## src/design/iirdf2_pkg.sv

```systemverilog
// ----------------------------------------------------------------------------
// iirdf2_pkg
// shared types, constants and the control program of the direct form ii filter
// ----------------------------------------------------------------------------
package iirdf2_pkg;

  localparam int SAMPLE_W      = 16;
  localparam int STATE_W       = 24;
  localparam int COEF_W        = 18;
  localparam int FRAC_W        = 14;
  localparam int PROD_W        = COEF_W + STATE_W;
  localparam int ACC_W         = 32;
  localparam int NUM_REGS      = 7;
  localparam int REG_IDX_W     = 3;
  localparam int ORDER_DEFAULT = 2;
  localparam int ORDER_MAX     = 3;
  localparam int STEP_W        = 4;

  localparam logic signed [COEF_W-1:0] COEF_ONE = COEF_W'(1 << FRAC_W);

  typedef logic [STEP_W-1:0] step_t;

  // register indexes of the configuration port
  typedef enum logic [REG_IDX_W-1:0] {
    REG_B0, REG_B1, REG_B2, REG_B3, REG_A1, REG_A2, REG_A3
  } reg_idx_t;

  typedef enum logic [2:0] {
    OP_NOP, OP_MAC_FB, OP_FORM_W, OP_MAC_FF, OP_DONE
  } op_t;

  // multiplier operand: new state value or a delay tap
  typedef enum logic [1:0] {
    TAP_W0, TAP_D1, TAP_D2, TAP_D3
  } tap_t;

  typedef enum logic [1:0] {
    JC_NONE, JC_ORDER_LT2, JC_ORDER_LT3
  } jc_t;

  typedef struct packed {
    op_t      op;
    reg_idx_t coef;
    tap_t     tap;
    jc_t      jc;
    step_t    target;
  } ucode_t;

  typedef struct packed {
    logic mul_en;
    logic acc_clr;
  } mac_ctl_t;

  typedef enum logic {
    SEQ_IDLE, SEQ_RUN
  } seq_state_t;

  localparam step_t STEP_FB1     = 4'd0;
  localparam step_t STEP_FB2     = 4'd1;
  localparam step_t STEP_FB3     = 4'd2;
  localparam step_t STEP_WAIT_FB = 4'd3;
  localparam step_t STEP_FORM    = 4'd4;
  localparam step_t STEP_FF0     = 4'd5;
  localparam step_t STEP_FF1     = 4'd6;
  localparam step_t STEP_FF2     = 4'd7;
  localparam step_t STEP_FF3     = 4'd8;
  localparam step_t STEP_WAIT_FF = 4'd9;
  localparam step_t STEP_DONE    = 4'd10;

  // control program, one word per step
  function automatic ucode_t ucode_rom(input step_t s);
    ucode_t uw;
    uw = '{op: OP_DONE, coef: REG_B0, tap: TAP_W0, jc: JC_NONE, target: STEP_DONE};
    unique case (s)
      STEP_FB1:     uw = '{OP_MAC_FB, REG_A1, TAP_D1, JC_ORDER_LT2, STEP_WAIT_FB};
      STEP_FB2:     uw = '{OP_MAC_FB, REG_A2, TAP_D2, JC_ORDER_LT3, STEP_WAIT_FB};
      STEP_FB3:     uw = '{OP_MAC_FB, REG_A3, TAP_D3, JC_NONE, STEP_WAIT_FB};
      STEP_WAIT_FB: uw = '{OP_NOP, REG_B0, TAP_W0, JC_NONE, STEP_FORM};
      STEP_FORM:    uw = '{OP_FORM_W, REG_B0, TAP_W0, JC_NONE, STEP_FF0};
      STEP_FF0:     uw = '{OP_MAC_FF, REG_B0, TAP_W0, JC_NONE, STEP_FF1};
      STEP_FF1:     uw = '{OP_MAC_FF, REG_B1, TAP_D1, JC_ORDER_LT2, STEP_WAIT_FF};
      STEP_FF2:     uw = '{OP_MAC_FF, REG_B2, TAP_D2, JC_ORDER_LT3, STEP_WAIT_FF};
      STEP_FF3:     uw = '{OP_MAC_FF, REG_B3, TAP_D3, JC_NONE, STEP_WAIT_FF};
      STEP_WAIT_FF: uw = '{OP_NOP, REG_B0, TAP_W0, JC_NONE, STEP_DONE};
      default:      uw = '{OP_DONE, REG_B0, TAP_W0, JC_NONE, STEP_DONE};
    endcase
    return uw;
  endfunction

endpackage

```

## src/design/iirdf2_mac.sv

```systemverilog
// ----------------------------------------------------------------------------
// iirdf2_mac
// registered multiplier followed by a rounding accumulator
// ----------------------------------------------------------------------------
module iirdf2_mac (
  input  logic                                     clk,
  input  logic                                     rst,
  input  iirdf2_pkg::mac_ctl_t                     ctl,
  input  logic signed [iirdf2_pkg::COEF_W-1:0]     coef,
  input  logic signed [iirdf2_pkg::STATE_W-1:0]    operand,
  output logic signed [iirdf2_pkg::ACC_W-1:0]      acc
);
  import iirdf2_pkg::*;

  logic signed [PROD_W-1:0] prod;
  logic                     prod_vld;
  logic signed [PROD_W-1:0] prod_shr;
  logic signed [ACC_W-1:0]  rnd;

  always_ff @(posedge clk) begin
    if (rst) begin
      prod_vld <= 1'b0;
    end else begin
      prod_vld <= ctl.mul_en;
    end
  end

  always_ff @(posedge clk) begin
    if (ctl.mul_en) begin
      prod <= PROD_W'(coef * operand);
    end
  end

  // round half up: floor(p / 2^14) plus the bit just below the cut
  always_comb begin
    prod_shr = prod >>> FRAC_W;
    rnd      = ACC_W'(prod_shr) + ACC_W'(prod[FRAC_W-1]);
  end

  always_ff @(posedge clk) begin
    if (ctl.acc_clr) begin
      acc <= '0;
    end else if (prod_vld) begin
      acc <= acc + rnd;
    end
  end

endmodule

```

## src/design/iir_filter_direct_form_two_core.sv

```systemverilog
// ----------------------------------------------------------------------------
// iir_filter_direct_form_two_core
// direct form ii iir filter, fixed point, one shared multiply-accumulate
// ----------------------------------------------------------------------------
// Each accepted sample x forms w0 = sat24(x - sum a[m]*w[m]) and delivers
// y = sat16(b0*w0 + sum b[m]*w[m]) for m = 1..ORDER, then pushes w0 into the
// delay line (or clears it when tlast marks the end of a block). Coefficients
// are signed Q3.14 and already normalized; each product is rounded half up to
// an integer. A small control program steps one 18x24 multiplier through the
// taps. No new sample is taken until the previous one has finished and its
// result has been written to the output register, and a sample cannot finish
// while the result before it is still unclaimed there. A finished result
// waits in the output register while the next sample is taken; m_tuser flags
// saturation of w0 or y. Coefficient writes are accepted on every cycle and
// must happen while no sample is in flight.
module iir_filter_direct_form_two_core #(
  parameter int ORDER = iirdf2_pkg::ORDER_DEFAULT
) (
  input  logic                                  clk,
  input  logic                                  rst,
  // input samples
  input  logic                                  s_tvalid,
  output logic                                  s_tready,
  input  logic [iirdf2_pkg::SAMPLE_W-1:0]       s_tdata,   // [15:0] sample_in
  input  logic                                  s_tlast,   // block_last
  // filtered samples
  output logic                                  m_tvalid,
  input  logic                                  m_tready,
  output logic [iirdf2_pkg::SAMPLE_W-1:0]       m_tdata,   // [15:0] sample_out
  output logic                                  m_tlast,   // out_last
  output logic                                  m_tuser,   // [0] clipped
  // coefficient writes
  input  logic                                  cfg_valid,
  output logic                                  cfg_ready,
  input  logic [iirdf2_pkg::REG_IDX_W-1:0]      cfg_index,
  input  logic [iirdf2_pkg::COEF_W-1:0]         cfg_data
);
  import iirdf2_pkg::*;

  localparam int DIFF_W = ACC_W + 1;

  // sequencer
  seq_state_t state, state_next;
  step_t      step, step_next;
  ucode_t     uw;
  logic       jump_taken;
  logic       in_fire;
  logic       done_fire;
  mac_ctl_t   mac_ctl;

  // datapath
  logic signed [COEF_W-1:0]   coef [NUM_REGS];
  logic signed [STATE_W-1:0]  delay_line [ORDER];
  logic signed [SAMPLE_W-1:0] x;
  logic                       last;
  logic                       clip;
  logic signed [STATE_W-1:0]  w0;
  logic signed [STATE_W-1:0]  operand;
  logic signed [ACC_W-1:0]    acc;
  logic signed [DIFF_W-1:0]   diff;
  logic                       w_ovf;
  logic signed [STATE_W-1:0]  w_sat;
  logic                       y_ovf;
  logic signed [SAMPLE_W-1:0] y_sat;

  // output register
  logic                       out_valid;
  logic [SAMPLE_W-1:0]        out_data;
  logic                       out_last;
  logic                       out_clip;

  assign uw        = ucode_rom(step);
  assign cfg_ready = 1'b1;
  assign in_fire   = s_tvalid && s_tready;

  // conditional jumps skip the taps above the filter order
  assign jump_taken = (uw.jc == JC_ORDER_LT2 && ORDER < 2) ||
                      (uw.jc == JC_ORDER_LT3 && ORDER < 3);

  // next state
  always_comb begin
    state_next = state;
    unique case (state)
      SEQ_IDLE: begin
        if (s_tvalid) state_next = SEQ_RUN;
      end
      SEQ_RUN: begin
        if (done_fire) state_next = SEQ_IDLE;
      end
      default: state_next = SEQ_IDLE;
    endcase
  end

  // outputs of the sequencer
  always_comb begin
    s_tready        = 1'b0;
    done_fire       = 1'b0;
    step_next       = step;
    mac_ctl.mul_en  = 1'b0;
    mac_ctl.acc_clr = 1'b0;
    unique case (state)
      SEQ_IDLE: begin
        s_tready        = 1'b1;
        step_next       = STEP_FB1;
        mac_ctl.acc_clr = 1'b1;
      end
      SEQ_RUN: begin
        mac_ctl.mul_en  = (uw.op == OP_MAC_FB) || (uw.op == OP_MAC_FF);
        mac_ctl.acc_clr = (uw.op == OP_FORM_W);
        if (uw.op == OP_DONE) begin
          // hold the last step while the previous result is still unclaimed
          done_fire = !out_valid || m_tready;
        end else if (jump_taken) begin
          step_next = uw.target;
        end else begin
          step_next = step + 1'b1;
        end
      end
      default: ;
    endcase
  end

  always_ff @(posedge clk) begin
    if (rst) begin
      state <= SEQ_IDLE;
      step  <= STEP_FB1;
    end else begin
      state <= state_next;
      step  <= step_next;
    end
  end

  // coefficient registers; writes to unused indexes are dropped
  always_ff @(posedge clk) begin
    if (rst) begin
      for (int i = 0; i < NUM_REGS; i++) begin
        coef[i] <= (i == int'(REG_B0)) ? COEF_ONE : '0;
      end
    end else if (cfg_valid && cfg_ready && cfg_index < REG_IDX_W'(NUM_REGS)) begin
      coef[cfg_index] <= cfg_data;
    end
  end

  // multiplier operand select
  always_comb begin
    operand = w0;
    for (int m = 0; m < ORDER; m++) begin
      if (uw.tap == tap_t'(2'(m + 1))) operand = delay_line[m];
    end
  end

  iirdf2_mac u_mac (
    .clk     (clk),
    .rst     (rst),
    .ctl     (mac_ctl),
    .coef    (coef[uw.coef]),
    .operand (operand),
    .acc     (acc)
  );

  // w0 = x - feedback sum, saturated to the state width
  always_comb begin
    diff  = DIFF_W'(x) - DIFF_W'(acc);
    w_ovf = !((&diff[DIFF_W-1:STATE_W-1]) || !(|diff[DIFF_W-1:STATE_W-1]));
    if (w_ovf) begin
      w_sat = diff[DIFF_W-1] ? {1'b1, {(STATE_W-1){1'b0}}} : {1'b0, {(STATE_W-1){1'b1}}};
    end else begin
      w_sat = diff[STATE_W-1:0];
    end
  end

  // y saturated to the sample width
  always_comb begin
    y_ovf = !((&acc[ACC_W-1:SAMPLE_W-1]) || !(|acc[ACC_W-1:SAMPLE_W-1]));
    if (y_ovf) begin
      y_sat = acc[ACC_W-1] ? {1'b1, {(SAMPLE_W-1){1'b0}}} : {1'b0, {(SAMPLE_W-1){1'b1}}};
    end else begin
      y_sat = acc[SAMPLE_W-1:0];
    end
  end

  // sample capture and new state value
  always_ff @(posedge clk) begin
    if (in_fire) begin
      x    <= s_tdata;
      last <= s_tlast;
      clip <= 1'b0;
    end else if (state == SEQ_RUN && uw.op == OP_FORM_W) begin
      w0   <= w_sat;
      clip <= w_ovf;
    end
  end

  // delay line: shift in w0, or clear at the end of a block
  always_ff @(posedge clk) begin
    if (rst) begin
      for (int m = 0; m < ORDER; m++) delay_line[m] <= '0;
    end else if (done_fire) begin
      if (last) begin
        for (int m = 0; m < ORDER; m++) delay_line[m] <= '0;
      end else begin
        for (int m = ORDER - 1; m > 0; m--) delay_line[m] <= delay_line[m-1];
        delay_line[0] <= w0;
      end
    end
  end

  // output register
  always_ff @(posedge clk) begin
    if (rst) begin
      out_valid <= 1'b0;
    end else if (done_fire) begin
      out_valid <= 1'b1;
    end else if (m_tready) begin
      out_valid <= 1'b0;
    end
  end

  always_ff @(posedge clk) begin
    if (done_fire) begin
      out_data <= y_sat;
      out_last <= last;
      out_clip <= clip | y_ovf;
    end
  end

  assign m_tvalid = out_valid;
  assign m_tdata  = out_data;
  assign m_tlast  = out_last;
  assign m_tuser  = out_clip;

endmodule

```

## config.mk

```make
export PLATFORM = sky130hd
export DESIGN_NAME = iir_filter_direct_form_two_core
export DESIGN_NICKNAME = d
export VERILOG_FILES = /design/src/design/iirdf2_pkg.sv /design/src/design/iirdf2_mac.sv /design/src/design/iir_filter_direct_form_two_core.sv
export SDC_FILE = /design/constraint.sdc
export NUM_CORES = 2
export LEC_CHECK = 0
export BUFFER_PORTS_ARGS = -buffer_cell sky130_fd_sc_hd__buf_2
export CORE_UTILIZATION = 25
export CTS_CLUSTER_SIZE = 12
export DETAILED_ROUTE_END_ITERATION = 8
export HOLD_SLACK_MARGIN = 0.12
export PLACE_DENSITY_LB_ADDON = 0.05
export SETUP_SLACK_MARGIN = 0.05
export SLEW_MARGIN = 25
export SYNTH_ARGS = -nofsm -noshare
export SYNTH_HDL_FRONTEND = slang
export SYNTH_SLANG_ARGS = --single-unit
```

## constraint.sdc

```tcl
create_clock -name clk -period 21.2 [get_ports clk]
set_input_delay 3.18 -clock clk [delete_from_list [all_inputs] [get_ports clk]]
set_output_delay 3.18 -clock clk [all_outputs]
set_load 0.02 [all_outputs]
```

==> metrics.cfg <==
[cells_and_area]
diodes=0
seqCellArea_um2=9310
final_area_um2=35400
drive_gt1_frac=0.0878
final_common_cell=inv_1
fin_cells=4804
final_cell_mix=inv_1, fa_1, nand2_1
fillers=13200
multi_input_area_um2=19900
final_nets=3760
area_delta_synth_final_pct=12.1

[route]
dr.first_iter.drc_count=1121
drc_errors=0
routed_via_density=4.43
ant_nets=0
avgRoutedWirePerCell_um=20.3
routed_wl_mm=97.4
dr.pass1.iters=7
num_vias=21300

[clocking]
cts_buffers=45
cts-root-buf=clkbuf_16
cts_resized=0
cts-hold-fix-buffers=0
cts_sinks=334
cts_tree=yes
clkLatencyLatePin_ns=0.62
cts.path.max_buffers=3
post_cts_buffers=0
cts_max_level=2
clk_pin_slew_worst_paths_ns=0.06

[sta]
timing.final.ws_setup_ns=12.56
hold_viol=0
fmax_ghz=0.116
worstMarginPinSlew_ns=1.01
layout_worst_path_cycle_share=0.407
setup_viol=0
setup_tns_ns=0
skew_ns=0.0220
period_minus_slack_ns=8.64
grt_setup_unrepaired=no
slew_viol_final=0
max-slew-margin-rel=0.326

[die]
initial_core_util=0.252
die_w_um=358
rows=130
die_h_um=358
ios=64
coreArea_um2=126000
fp.dieArea_um2=128000

[place]
place.gp.congestion=0.789
placed_area_um2=34000
port_buffers=62
dpl.hpwl_mm=73.6
post-place-cells=4723
pre_cts_slack_ns=12.50

[synth]
synth.distinct_cells=80
synth_top_flop_cell=edfxtp_1
yosys_warnings=0
synthArstFlopShare=0
seq_area_frac_synth=0.295
syn_area_um2=31600
netlist_instances=3062
synth-edff-count=262
ys_ff_latch=334
synth_area_per_cell_um2=10.3

[grt]
first_global_vias=23100
antenna_found_initial=2
grt_max_degree=50
grtUsageTotal=0.156
grt_pass1_wl_mm=148
grt_overflow=0

[setup_path]
slowest_stage=o21a_1
crit_arrival_ns=8.97
max_stage_delay_ns=0.71
crit_required_ns=21.53
start_kind=register
crit_top_cell=fa_1
end_kind=register
cp_max_fo=43
crit_type=reg -> reg

[hold_path]
min_path_type=reg -> reg

[outcome]
status=completed

[flow_run]
max-cap-violations=0

worst max-delay path: cells and delay by family, from the launching register on:
| kind | cells | cell delay, ns |
|---|---|---|
| adder cells (fa/ha/maj) | 7 | 3.33 |
| AO/OA/AOI/OAI | 11 | 2.79 |
| AND/OR/NAND/NOR | 3 | 1.12 |
| buffers and inverters | 6 | 0.69 |
| flip-flops | 1 | 0.30 |
| XOR/XNOR | 1 | 0.08 |
layout make-up:
class                      instances  area share
clock inverter                    23     0.00537
inverter                         553      0.0586
clock buffer                      58      0.0340
sequential                       334       0.263
tap                             1650      0.0583
multi-input combinational       2074       0.562
timing repair buffer             112      0.0193
final timing paths:
check        slack (ns)  start  depth (start not counted)             end
max reg2reg       12.56  uw[6]                         28  u_mac.prod[41]
min                0.47   clip                          2            clip
max               12.56  uw[6]                         28  u_mac.prod[41]
min reg2reg        0.47   clip                          2            clip
state kept, by name, summed over array words and instances (netlist names), 4 cells and up:
signal and cells:
u_mac.acc 32, uw 14, u_mac.prod 29, w0 24, x 16, coef 144, m_tdata 16, delay_line 48
step 4
metrics by stage:
stage                     hold slack (ns)   util
final                               0.472  0.282
after global routing                0.485  0.282
after floorplan                     0.428      -
after detailed placement            0.463  0.271
after global placement              0.454  0.271
after CTS                           0.476  0.282
kinds of logic after synthesis:
group / share of synthesized area
xor+xnor: 0.0266
other cells: 0.000238
mux: 0.0485
compound gates: 0.0808
buf+inv: 0.0806
simple gates: 0.131
flops: 0.295
fa+ha+maj: 0.338
synthesized netlist by cell type, types with 36 or more instances:
cell	n	area share
dfxtp_1	72	0.046
nand2_1	307	0.036
nor2_1	249	0.030
mux2i_1	52	0.016
mux4_2	36	0.026
fa_1	427	0.27
and2_1	137	0.027
a21oi_1	96	0.015
a21o_1	88	0.021
clkbuf_1	104	0.012
edfxtp_1	262	0.25
xnor2_1	69	0.019
o21ai_0	43	0.0068
ha_1	170	0.067
nand2b_1	42	0.0083
nor2b_1	51	0.010
inv_1	552	0.066
layer usage:
| metal | global-route usage | up-vias | part of all wire |
|---|---|---|---|
| li1 | - | 9936 | - |
| met1 | 0.214 | 10900 | 0.48 |
| met2 | 0.259 | 367 | 0.47 |
| met3 | 0.0207 | 99 | 0.034 |
| met4 | 0.0341 | 0 | 0.020 |
| met5 | 0 | - | 0 |
Power is left out: the tool's default activity adds up to more than one toggle a clock period on the data nets, which glitch-free logic cannot reach.
